## config.mk

```make
export PLATFORM = sky130hd
export DESIGN_NAME = modular_inverse_ext_euclid_flat
export DESIGN_NICKNAME = d
export VERILOG_FILES = /design/src/sv/mie_pkg.sv /design/src/sv/mie_operands_if.sv /design/src/sv/mie_result_if.sv /design/src/sv/mie_ucode_rom.sv /design/src/sv/mie_sequencer.sv /design/src/sv/mie_datapath.sv /design/src/sv/modular_inverse_ext_euclid.sv /design/src/flat_wrapper.sv
export SDC_FILE = /design/constraint.sdc
export NUM_CORES = 1
export LEC_CHECK = 0
export BUFFER_PORTS_ARGS = -buffer_cell sky130_fd_sc_hd__buf_4
export CAP_MARGIN = 20
export CORE_ASPECT_RATIO = 0.6
export CORE_UTILIZATION = 40
export CTS_CLUSTER_DIAMETER = 30
export DETAILED_ROUTE_END_ITERATION = 7
export REMOVE_ABC_BUFFERS = 1
export SETUP_SLACK_MARGIN = 0.5
export SLEW_MARGIN = 20
export SYNTH_ARGS = -nofsm -noshare
export SYNTH_HDL_FRONTEND = slang
export SYNTH_SLANG_ARGS = --single-unit
```

## constraint.sdc

```tcl
create_clock -name clk -period 11 [get_ports clk]
set_clock_uncertainty 0.05 [all_clocks]
set_input_delay 0.55 -clock clk [delete_from_list [all_inputs] [get_ports clk]]
set_output_delay 0.55 -clock clk [all_outputs]
set_load 0.02 [all_outputs]
```

## src/sv/mie_pkg.sv

```systemverilog
// Shared types and constants of the modular inverse block.
// Holds the microcode control word, branch conditions, program addresses and status.
`default_nettype none

package mie_pkg;

	// Program counter of the microcode sequencer.
	typedef logic [2:0] pc_t;

	// Branch conditions: when true the sequencer jumps to the target, else it falls through.
	typedef enum logic [2:0] {
		COND_NEXT      = 3'd0,
		COND_ALWAYS    = 3'd1,
		COND_NO_INPUT  = 3'd2,
		COND_MOD_SMALL = 3'd3,
		COND_REM_LE1   = 3'd4,
		COND_CNT_NZ    = 3'd5,
		COND_OUT_BUSY  = 3'd6
	} cond_t;

	// Program addresses.
	localparam pc_t PC_WAIT     = 3'd0;
	localparam pc_t PC_MOD_CHK  = 3'd1;
	localparam pc_t PC_DIV_INIT = 3'd2;
	localparam pc_t PC_DIV_STEP = 3'd3;
	localparam pc_t PC_UPDATE   = 3'd4;
	localparam pc_t PC_CHK_INIT = 3'd5;
	localparam pc_t PC_CHK_STEP = 3'd6;
	localparam pc_t PC_FINAL    = 3'd7;

	// One microcode word.
	typedef struct packed {
		logic  load;      // take an input item when one is offered
		logic  div_init;  // start a division of the two latest remainders
		logic  chk_init;  // start the product check with the number's bits
		logic  step;      // one division bit and one multiply-accumulate bit
		logic  raw_bit;   // accumulate on the raw dividend bit instead of the quotient bit
		logic  update;    // advance the remainder and coefficient sequences
		logic  out_load;  // write the result register
		cond_t cond;
		pc_t   target;
	} ctrl_t;

	// Datapath status seen by the sequencer.
	typedef struct packed {
		logic mod_small;  // modulus below two
		logic rem_le1;    // latest remainder is one or zero
		logic out_busy;   // result register full and not being taken
	} stat_t;

endpackage

`default_nettype wire

```

## src/sv/mie_operands_if.sv

```systemverilog
// Input channel of the modular inverse block: valid/ready plus number and modulus.
// Depends on nothing.
`default_nettype none

interface mie_operands_if #(parameter int WORD_BITS = 32) ();
	logic                 valid;
	logic                 ready;
	logic [WORD_BITS-1:0] number;
	logic [WORD_BITS-1:0] modulus;

	modport source (output valid, output number, output modulus, input ready);
	modport sink (input valid, input number, input modulus, output ready);
endinterface

`default_nettype wire

```

## src/sv/mie_result_if.sv

```systemverilog
// Output channel of the modular inverse block: valid/ready plus inverse and found flag.
// Depends on nothing.
`default_nettype none

interface mie_result_if #(parameter int WORD_BITS = 32) ();
	logic                 valid;
	logic                 ready;
	logic [WORD_BITS-1:0] inverse_value;
	logic                 found;

	modport source (output valid, output inverse_value, output found, input ready);
	modport sink (input valid, input inverse_value, input found, output ready);
endinterface

`default_nettype wire

```

## src/sv/mie_ucode_rom.sv

```systemverilog
// Microcode program of the modular inverse sequencer, one control word per address.
// Depends on mie_pkg.
`default_nettype none

module mie_ucode_rom import mie_pkg::*; (
	input  pc_t   pc,
	output ctrl_t ctrl
);

	// The program: load, modulus test, Euclid loop, product check, result.
	always_comb begin
		ctrl        = '0;
		ctrl.cond   = COND_NEXT;
		ctrl.target = PC_WAIT;
		case (pc)
			PC_WAIT: begin
				ctrl.load   = 1'b1;
				ctrl.cond   = COND_NO_INPUT;
				ctrl.target = PC_WAIT;
			end
			PC_MOD_CHK: begin
				ctrl.cond   = COND_MOD_SMALL;
				ctrl.target = PC_FINAL;
			end
			PC_DIV_INIT: begin
				ctrl.div_init = 1'b1;
				ctrl.cond     = COND_REM_LE1;
				ctrl.target   = PC_CHK_INIT;
			end
			PC_DIV_STEP: begin
				ctrl.step   = 1'b1;
				ctrl.cond   = COND_CNT_NZ;
				ctrl.target = PC_DIV_STEP;
			end
			PC_UPDATE: begin
				ctrl.update = 1'b1;
				ctrl.cond   = COND_ALWAYS;
				ctrl.target = PC_DIV_INIT;
			end
			PC_CHK_INIT: begin
				ctrl.chk_init = 1'b1;
			end
			PC_CHK_STEP: begin
				ctrl.step    = 1'b1;
				ctrl.raw_bit = 1'b1;
				ctrl.cond    = COND_CNT_NZ;
				ctrl.target  = PC_CHK_STEP;
			end
			PC_FINAL: begin
				ctrl.out_load = 1'b1;
				ctrl.cond     = COND_OUT_BUSY;
				ctrl.target   = PC_FINAL;
			end
			default: begin
				ctrl = '0;
			end
		endcase
	end

endmodule

`default_nettype wire

```

## src/sv/mie_sequencer.sv

```systemverilog
// Microcode sequencer: program counter, bit counter and branch evaluation.
// Depends on mie_pkg and mie_ucode_rom.
`default_nettype none

module mie_sequencer import mie_pkg::*; #(
	parameter int WORD_BITS = 32
) (
	input  logic  clk,
	input  logic  arst_n,
	input  logic  in_valid,
	input  stat_t stat,
	output ctrl_t ctrl
);

	localparam int CNT_BITS = $clog2(WORD_BITS);
	localparam logic [CNT_BITS-1:0] CNT_LAST = CNT_BITS'(WORD_BITS - 1);

	pc_t                 pc_q;
	logic [CNT_BITS-1:0] cnt_q;
	logic                take;

	mie_ucode_rom u_rom (
		.pc   (pc_q),
		.ctrl (ctrl)
	);

	// Branch condition of the current word.
	always_comb begin
		case (ctrl.cond)
			COND_NEXT:      take = 1'b0;
			COND_ALWAYS:    take = 1'b1;
			COND_NO_INPUT:  take = ~in_valid;
			COND_MOD_SMALL: take = stat.mod_small;
			COND_REM_LE1:   take = stat.rem_le1;
			COND_CNT_NZ:    take = (cnt_q != '0);
			COND_OUT_BUSY:  take = stat.out_busy;
			default:        take = 1'b0;
		endcase
	end

	// Program counter; the last address wraps back to the wait word.
	always_ff @(posedge clk or negedge arst_n) begin
		if (!arst_n) begin
			pc_q <= PC_WAIT;
		end else if (take) begin
			pc_q <= ctrl.target;
		end else begin
			pc_q <= pc_t'(pc_q + 3'd1);
		end
	end

	// Bit counter for the serial loops, one count per word bit.
	always_ff @(posedge clk or negedge arst_n) begin
		if (!arst_n) begin
			cnt_q <= '0;
		end else if (ctrl.div_init || ctrl.chk_init) begin
			cnt_q <= CNT_LAST;
		end else if (ctrl.step) begin
			cnt_q <= cnt_q - CNT_BITS'(1);
		end
	end

endmodule

`default_nettype wire

```

## src/sv/mie_datapath.sv

```systemverilog
// Datapath: remainder and coefficient registers, serial divider,
// modular multiply-accumulate and result register. Depends on mie_pkg.
`default_nettype none

module mie_datapath import mie_pkg::*; #(
	parameter int WORD_BITS = 32
) (
	input  logic                 clk,
	input  logic                 arst_n,
	input  ctrl_t                ctrl,
	input  logic                 in_valid,
	input  logic [WORD_BITS-1:0] number,
	input  logic [WORD_BITS-1:0] modulus,
	input  logic                 out_ready,
	output logic                 out_valid,
	output logic [WORD_BITS-1:0] inverse_value,
	output logic                 found,
	output stat_t                stat
);

	localparam int W  = WORD_BITS;
	localparam int SW = WORD_BITS + 2;

	logic [W-1:0] m_q, num_q;
	logic [W-1:0] rp_q, rc_q;       // previous and latest remainder
	logic [W-1:0] cp_q, cc_q;       // previous and latest coefficient, mod m
	logic [W-1:0] rem_q, dq_q;      // partial remainder and dividend/quotient shifter
	logic [W-1:0] acc_q;            // quotient times coefficient, mod m
	logic [W-1:0] inv_q;
	logic         found_q;
	logic         out_valid_q;

	logic         load_fire, out_fire;
	logic [W:0]   div_t, div_d, div_sub;
	logic         q_bit, h_bit;
	logic [W-1:0] rem_d;
	logic [SW-1:0] dbl, dbl_c, m_ext, m2_ext;
	logic [W-1:0] acc_d0, acc_d1;
	logic [W-1:0] c_diff, c_new;
	logic         hit;

	assign load_fire = ctrl.load & in_valid;
	assign out_fire  = ctrl.out_load & ~stat.out_busy;

	// One restoring division step: the quotient comes out MSB first.
	always_comb begin
		div_t   = {rem_q, dq_q[W-1]};
		div_d   = {1'b0, rc_q};
		div_sub = div_t - div_d;
		q_bit   = (div_t >= div_d);
		rem_d   = q_bit ? div_sub[W-1:0] : div_t[W-1:0];
	end

	// Horner step acc = 2*acc + bit*c mod m; both outcomes are reduced in parallel.
	always_comb begin
		m_ext  = {2'b00, m_q};
		m2_ext = {1'b0, m_q, 1'b0};
		dbl    = {1'b0, acc_q, 1'b0};
		dbl_c  = dbl + {2'b00, cc_q};
		acc_d0 = (dbl >= m2_ext) ? W'(dbl - m2_ext) :
			(dbl >= m_ext) ? W'(dbl - m_ext) : dbl[W-1:0];
		acc_d1 = (dbl_c >= m2_ext) ? W'(dbl_c - m2_ext) :
			(dbl_c >= m_ext) ? W'(dbl_c - m_ext) : dbl_c[W-1:0];
		h_bit  = ctrl.raw_bit ? dq_q[W-1] : q_bit;
	end

	// New coefficient: previous minus quotient times latest, folded into 0..m-1.
	always_comb begin
		c_diff = cp_q - acc_q;
		c_new  = (cp_q < acc_q) ? (c_diff + m_q) : c_diff;
		hit    = (acc_q == W'(1));
	end

	// Working registers.
	always_ff @(posedge clk) begin
		if (load_fire) begin
			m_q   <= modulus;
			num_q <= number;
			rp_q  <= modulus;
			rc_q  <= number;
			cp_q  <= '0;
			cc_q  <= W'(1);
			acc_q <= '0;
		end else if (ctrl.div_init) begin
			rem_q <= '0;
			dq_q  <= rp_q;
			acc_q <= '0;
		end else if (ctrl.chk_init) begin
			rem_q <= '0;
			dq_q  <= num_q;
			acc_q <= '0;
		end else if (ctrl.step) begin
			rem_q <= rem_d;
			dq_q  <= {dq_q[W-2:0], q_bit};
			acc_q <= h_bit ? acc_d1 : acc_d0;
		end else if (ctrl.update) begin
			rp_q <= rc_q;
			rc_q <= rem_q;
			cp_q <= cc_q;
			cc_q <= c_new;
		end
	end

	// Result payload: the candidate is kept only if its product with the number is one.
	always_ff @(posedge clk) begin
		if (out_fire) begin
			inv_q   <= hit ? cc_q : '0;
			found_q <= hit;
		end
	end

	// Result valid flag.
	always_ff @(posedge clk or negedge arst_n) begin
		if (!arst_n) begin
			out_valid_q <= 1'b0;
		end else if (out_fire) begin
			out_valid_q <= 1'b1;
		end else if (out_ready) begin
			out_valid_q <= 1'b0;
		end
	end

	assign stat.mod_small = (m_q[W-1:1] == '0);
	assign stat.rem_le1   = (rc_q[W-1:1] == '0);
	assign stat.out_busy  = out_valid_q & ~out_ready;

	assign out_valid     = out_valid_q;
	assign inverse_value = inv_q;
	assign found         = found_q;

endmodule

`default_nettype wire

```

## src/sv/modular_inverse_ext_euclid.sv

```systemverilog
// From accept to result valid the sequencer runs the modulus test, then for each Euclid step
// a division and a coefficient update, then the product check and the result word; the shared
// divider gives one quotient bit per cycle. A modulus below two goes straight to the result word.
// One item at a time: the block is ready again once the result is registered,
// while that result may still wait to be taken.
// Reset (arst_n low, asynchronous) returns the sequencer to its wait word and empties the output.
`default_nettype none

module modular_inverse_ext_euclid import mie_pkg::*; #(
	parameter int WORD_BITS = 32
) (
	input  logic           clk,
	input  logic           arst_n,
	mie_operands_if.sink   operands,
	mie_result_if.source   result
);

	ctrl_t ctrl;
	stat_t stat;

	// Ready only on the wait word of the program.
	assign operands.ready = ctrl.load;

	mie_sequencer #(.WORD_BITS(WORD_BITS)) u_seq (
		.clk      (clk),
		.arst_n   (arst_n),
		.in_valid (operands.valid),
		.stat     (stat),
		.ctrl     (ctrl)
	);

	mie_datapath #(.WORD_BITS(WORD_BITS)) u_dp (
		.clk           (clk),
		.arst_n        (arst_n),
		.ctrl          (ctrl),
		.in_valid      (operands.valid),
		.number        (operands.number),
		.modulus       (operands.modulus),
		.out_ready     (result.ready),
		.out_valid     (result.valid),
		.inverse_value (result.inverse_value),
		.found         (result.found),
		.stat          (stat)
	);

endmodule

`default_nettype wire

```

## src/flat_wrapper.sv

```systemverilog
// flat-port wrapper written by rule: the top's interface ports become plain ports
module modular_inverse_ext_euclid_flat import mie_pkg::*;
#(
	parameter int WORD_BITS = 32
)
  (clk, arst_n, operands_valid, operands_number, operands_modulus, operands_ready, result_valid, result_inverse_value, result_found, result_ready);
  mie_operands_if #(.WORD_BITS(WORD_BITS)) operands_i ();
  mie_result_if #(.WORD_BITS(WORD_BITS)) result_i ();
  input  logic clk;
  input  logic arst_n;
  input wire logic [$bits(operands_i.valid)-1:0] operands_valid;
  input wire logic [$bits(operands_i.number)-1:0] operands_number;
  input wire logic [$bits(operands_i.modulus)-1:0] operands_modulus;
  output wire logic [$bits(operands_i.ready)-1:0] operands_ready;
  output wire logic [$bits(result_i.valid)-1:0] result_valid;
  output wire logic [$bits(result_i.inverse_value)-1:0] result_inverse_value;
  output wire logic [$bits(result_i.found)-1:0] result_found;
  input wire logic [$bits(result_i.ready)-1:0] result_ready;
  assign operands_i.valid = operands_valid;
  assign operands_i.number = operands_number;
  assign operands_i.modulus = operands_modulus;
  assign operands_ready = operands_i.ready;
  assign result_valid = result_i.valid;
  assign result_inverse_value = result_i.inverse_value;
  assign result_found = result_i.found;
  assign result_i.ready = result_ready;
  modular_inverse_ext_euclid #(.WORD_BITS(WORD_BITS)) u_core (.clk(clk), .arst_n(arst_n), .operands(operands_i), .result(result_i));
endmodule
```

==> results.md <==
- Max-cap viol count: 0
- Clk buf depth: 3
- Crit path DAT: 7.20 ns
- Initial antenna violation count: 5
- Starting Density: 40.8%
- All-layer global routing usage: 25.8%
- Post-route clock period utilization: 61.6%
- Die Y: 204 µm
- I/O pin cnt: 103
- CP Class: register to register
- Synthesis-to-finish area growth: 14.7%
- Syn avg cell area: 8.50 µm²
- Post-CTS Setup Bufs: 0
- WL final: 91.3 mm
- Hold Crit Class: input pin to register
- CORE AREA: 66700 µm²
- Antenna-violating nets left: 0
- Run status: finished clean
- Worst-path cell chain: inv_1, fa_1, nor2b_1, o31a_1, o21ai_0, nand3_1, a31oi_1, o21ai_0, xor2_1, ha_1, nand2_1, nor3_1, and2_1, nand2_1, o21ai_0, o211ai_1, and2_1, buf_4, nor2_1, a22oi_1, a32o_1
- First-pass GRT wire length: 137 mm
- Chip Width: 339 µm
- Mapped Area: 27200 µm²
- Clock root buffer: clkbuf_16
- Hpwl dp: 69.9 mm
- Library cells used by synthesis: 90
- Clock Sinks: 330
- Final setup viols: 0
- Fin. max-slew vios: 0
- Worst slew pin tran: 1.15 ns
- Kind of end point of the critical path: register
- WL/cell: 21.6 µm
- Largest delay contributor family on the critical path: compound AO/OA/AOI/OAI gates
- Yosys warns: 0
- Register area share after synthesis: 32.7%
- Most frequent cells in the layout: nand2_1 (435), ha_1 (261), a21oi_1 (248)
- Rel. slew slack: 22.8%
- Drt drc: 0
- CTS resizes: 0
- Vias/cell: 5.92
- Maximum number of pins on one net before global-route repair: 80
- Hold Vio Cnt, Final: 0
- Vias in the first global route: 22200
- Largest fanout on the critical path: 17
- CP max-delay cell: o21ai_0
- H-tree depth: 3
- Most common cell after layout, fill and taps aside: nand2_1
- Drt pass-1 iters: 8
- Synth Flop Type: edfxtp_1
- CP startpoint kind: register
- Via count: 25100
- Grt ovf: 0
- Crit-path max cell delay: 0.80 ns
- Crit path top cell by count: o21ai_0
- Total CTS buffers: 66
- Hold-fix buffers, CTS: 1
- Rows: 73
- FFs w/ async S/R, synth: 2.73%
- RSZ-0062 raised after global routing: no
- Share of cells above drive strength 1: 8.75%
- Post-layout min period: 6.77 ns
- PortBufs: 102
- Initial drt markers: 2618
- Gpl congestion: 0.993
- Post-Synthesis Cells: 3197
- Antenna fix cells: 0
- Nets: 3622
- Required @ worst endpoint: 11.43 ns
- Worst-skew pair later-pin latency: 0.61 ns
- DIE AREA: 69000 µm²
- Final TNS setup: 0 ns
- CTS clk-pin slew, worst paths: 0.06 ns
- Fillers: 6555
- Post-synth EDFFs: 225
- Peak Freq: 148 MHz
- CP bufs+invs: 2
- CTS tree: built
- Flops & latches, synth: 330
metrics by stage:
stage	utilization [%]	cells	cell area (µm²)	hold slack [ns]	worst slack (ns)
6_report	46.8	4237	31200	0.0741	4.23
5_1_grt	46.8	4237	31200	0.0461	3.87
4_1_cts	46.8	4237	31200	0.0469	4.60
3_5_place_dp	43.4	4116	28900	0.351	4.62
3_3_place_gp	43.4	4116	28900	0.347	4.75
2_1_floorplan	-	3085	26700	0.204	1.94
cells in the mapped netlist, types with 7 or more instances:
cell | count | area share (%)
a211o_1 | 9 | 0.29
a211oi_1 | 44 | 1.2
a21boi_0 | 9 | 0.25
a21o_1 | 106 | 2.9
a21oi_1 | 250 | 4.6
a221oi_1 | 14 | 0.45
a22o_1 | 8 | 0.26
a22oi_1 | 43 | 1.2
a31oi_1 | 28 | 0.64
and2_1 | 44 | 1.0
and3_1 | 17 | 0.39
and4_1 | 9 | 0.29
buf_1 | 9 | 0.12
buf_2 | 13 | 0.24
clkbuf_1 | 85 | 1.2
dfrtp_1 | 9 | 0.83
dfxtp_1 | 96 | 7.1
edfxtp_1 | 225 | 25
fa_1 | 8 | 0.59
ha_1 | 261 | 12
inv_1 | 158 | 2.2
mux2i_1 | 50 | 1.8
nand2_1 | 436 | 6.0
nand2b_1 | 42 | 0.97
nand3_1 | 100 | 1.8
nand4_1 | 41 | 0.94
nor2_1 | 230 | 3.2
nor2b_1 | 26 | 0.60
nor3_1 | 59 | 1.1
nor4_1 | 36 | 0.83
o2111ai_1 | 8 | 0.26
o211ai_1 | 52 | 1.4
o21a_1 | 53 | 1.5
o21ai_0 | 211 | 3.9
o21bai_1 | 25 | 0.69
o22ai_1 | 7 | 0.16
o311ai_0 | 7 | 0.23
o31a_1 | 11 | 0.35
o31ai_1 | 15 | 0.41
or2_2 | 8 | 0.18
or3_1 | 18 | 0.41
xnor2_1 | 116 | 3.7
xor2_1 | 94 | 3.0
kinds of logic after synthesis:
family,after synthesis,synth area share [%]
fa+ha+maj,269,12.6
flops,330,32.7
xor+xnor,211,6.82
simple gates,1094,18.6
compound gates,970,23.3
mux,53,1.97
buf+inv,270,3.91
final timing paths:
| path | startpoint | end | slack, ns | cells past startpoint |
|---|---|---|---|---|
| worst max-delay path | u_core.u_dp.acc_q[1] | u_core.u_dp.acc_q[1] | 4.23 | 21 |
| worst min-delay path | operands_number[19] | u_core.u_dp.num_q[19] | 0.07 | 1 |
| worst max register to register | u_core.u_dp.acc_q[1] | u_core.u_dp.acc_q[1] | 4.23 | 21 |
| worst min register to register | u_core.u_dp.cp_q[20] | u_core.u_dp.cp_q[20] | 0.41 | 2 |
| max in group asynchronous | arst_n | u_core.u_seq.pc_q[1] | 10.47 | 2 |
| min in group asynchronous | arst_n | u_core.u_seq.cnt_q[4] | 0.27 | 2 |
state kept, by name (all words and copies together) (netlist names), 5 cells and up:
register / count
u_core.u_dp.num_q: 32
u_core.u_dp.acc_q: 32
u_core.u_dp.cc_q: 32
u_core.u_dp.rem_q: 32
u_core.u_dp.rp_q: 32
u_core.u_dp.rc_q: 32
u_core.u_dp.inverse_value: 32
u_core.u_dp.dq_q: 32
u_core.u_seq.cnt_q: 5
u_core.u_dp.m_q: 32
u_core.u_dp.cp_q: 32
cell type report:
class                           count  area [µm²]  share of cell area (%)
Timing Repair Buffer              132         993                    3.19
Multi-Input combinational cell   2597       17300                    55.5
Sequential cell                   330        8900                    28.6
Tap cell                          900        1130                    3.61
Inverter                          158         598                    1.92
Clock buffer                       79        1760                    5.65
Clock inverter                     41         497                    1.59
metal layers:
metal	global-route usage, %	up-vias	wire (µm)
met1	41.5	11900	47300
met2	31.5	1111	32200
met4	5.32	6	1580
met5	0.764	-	85
li1	-	12000	-
met3	8.82	111	10200
Power is left out: the tool's default activity adds up to more than one toggle a clock period on the data nets, which glitch-free logic cannot reach.
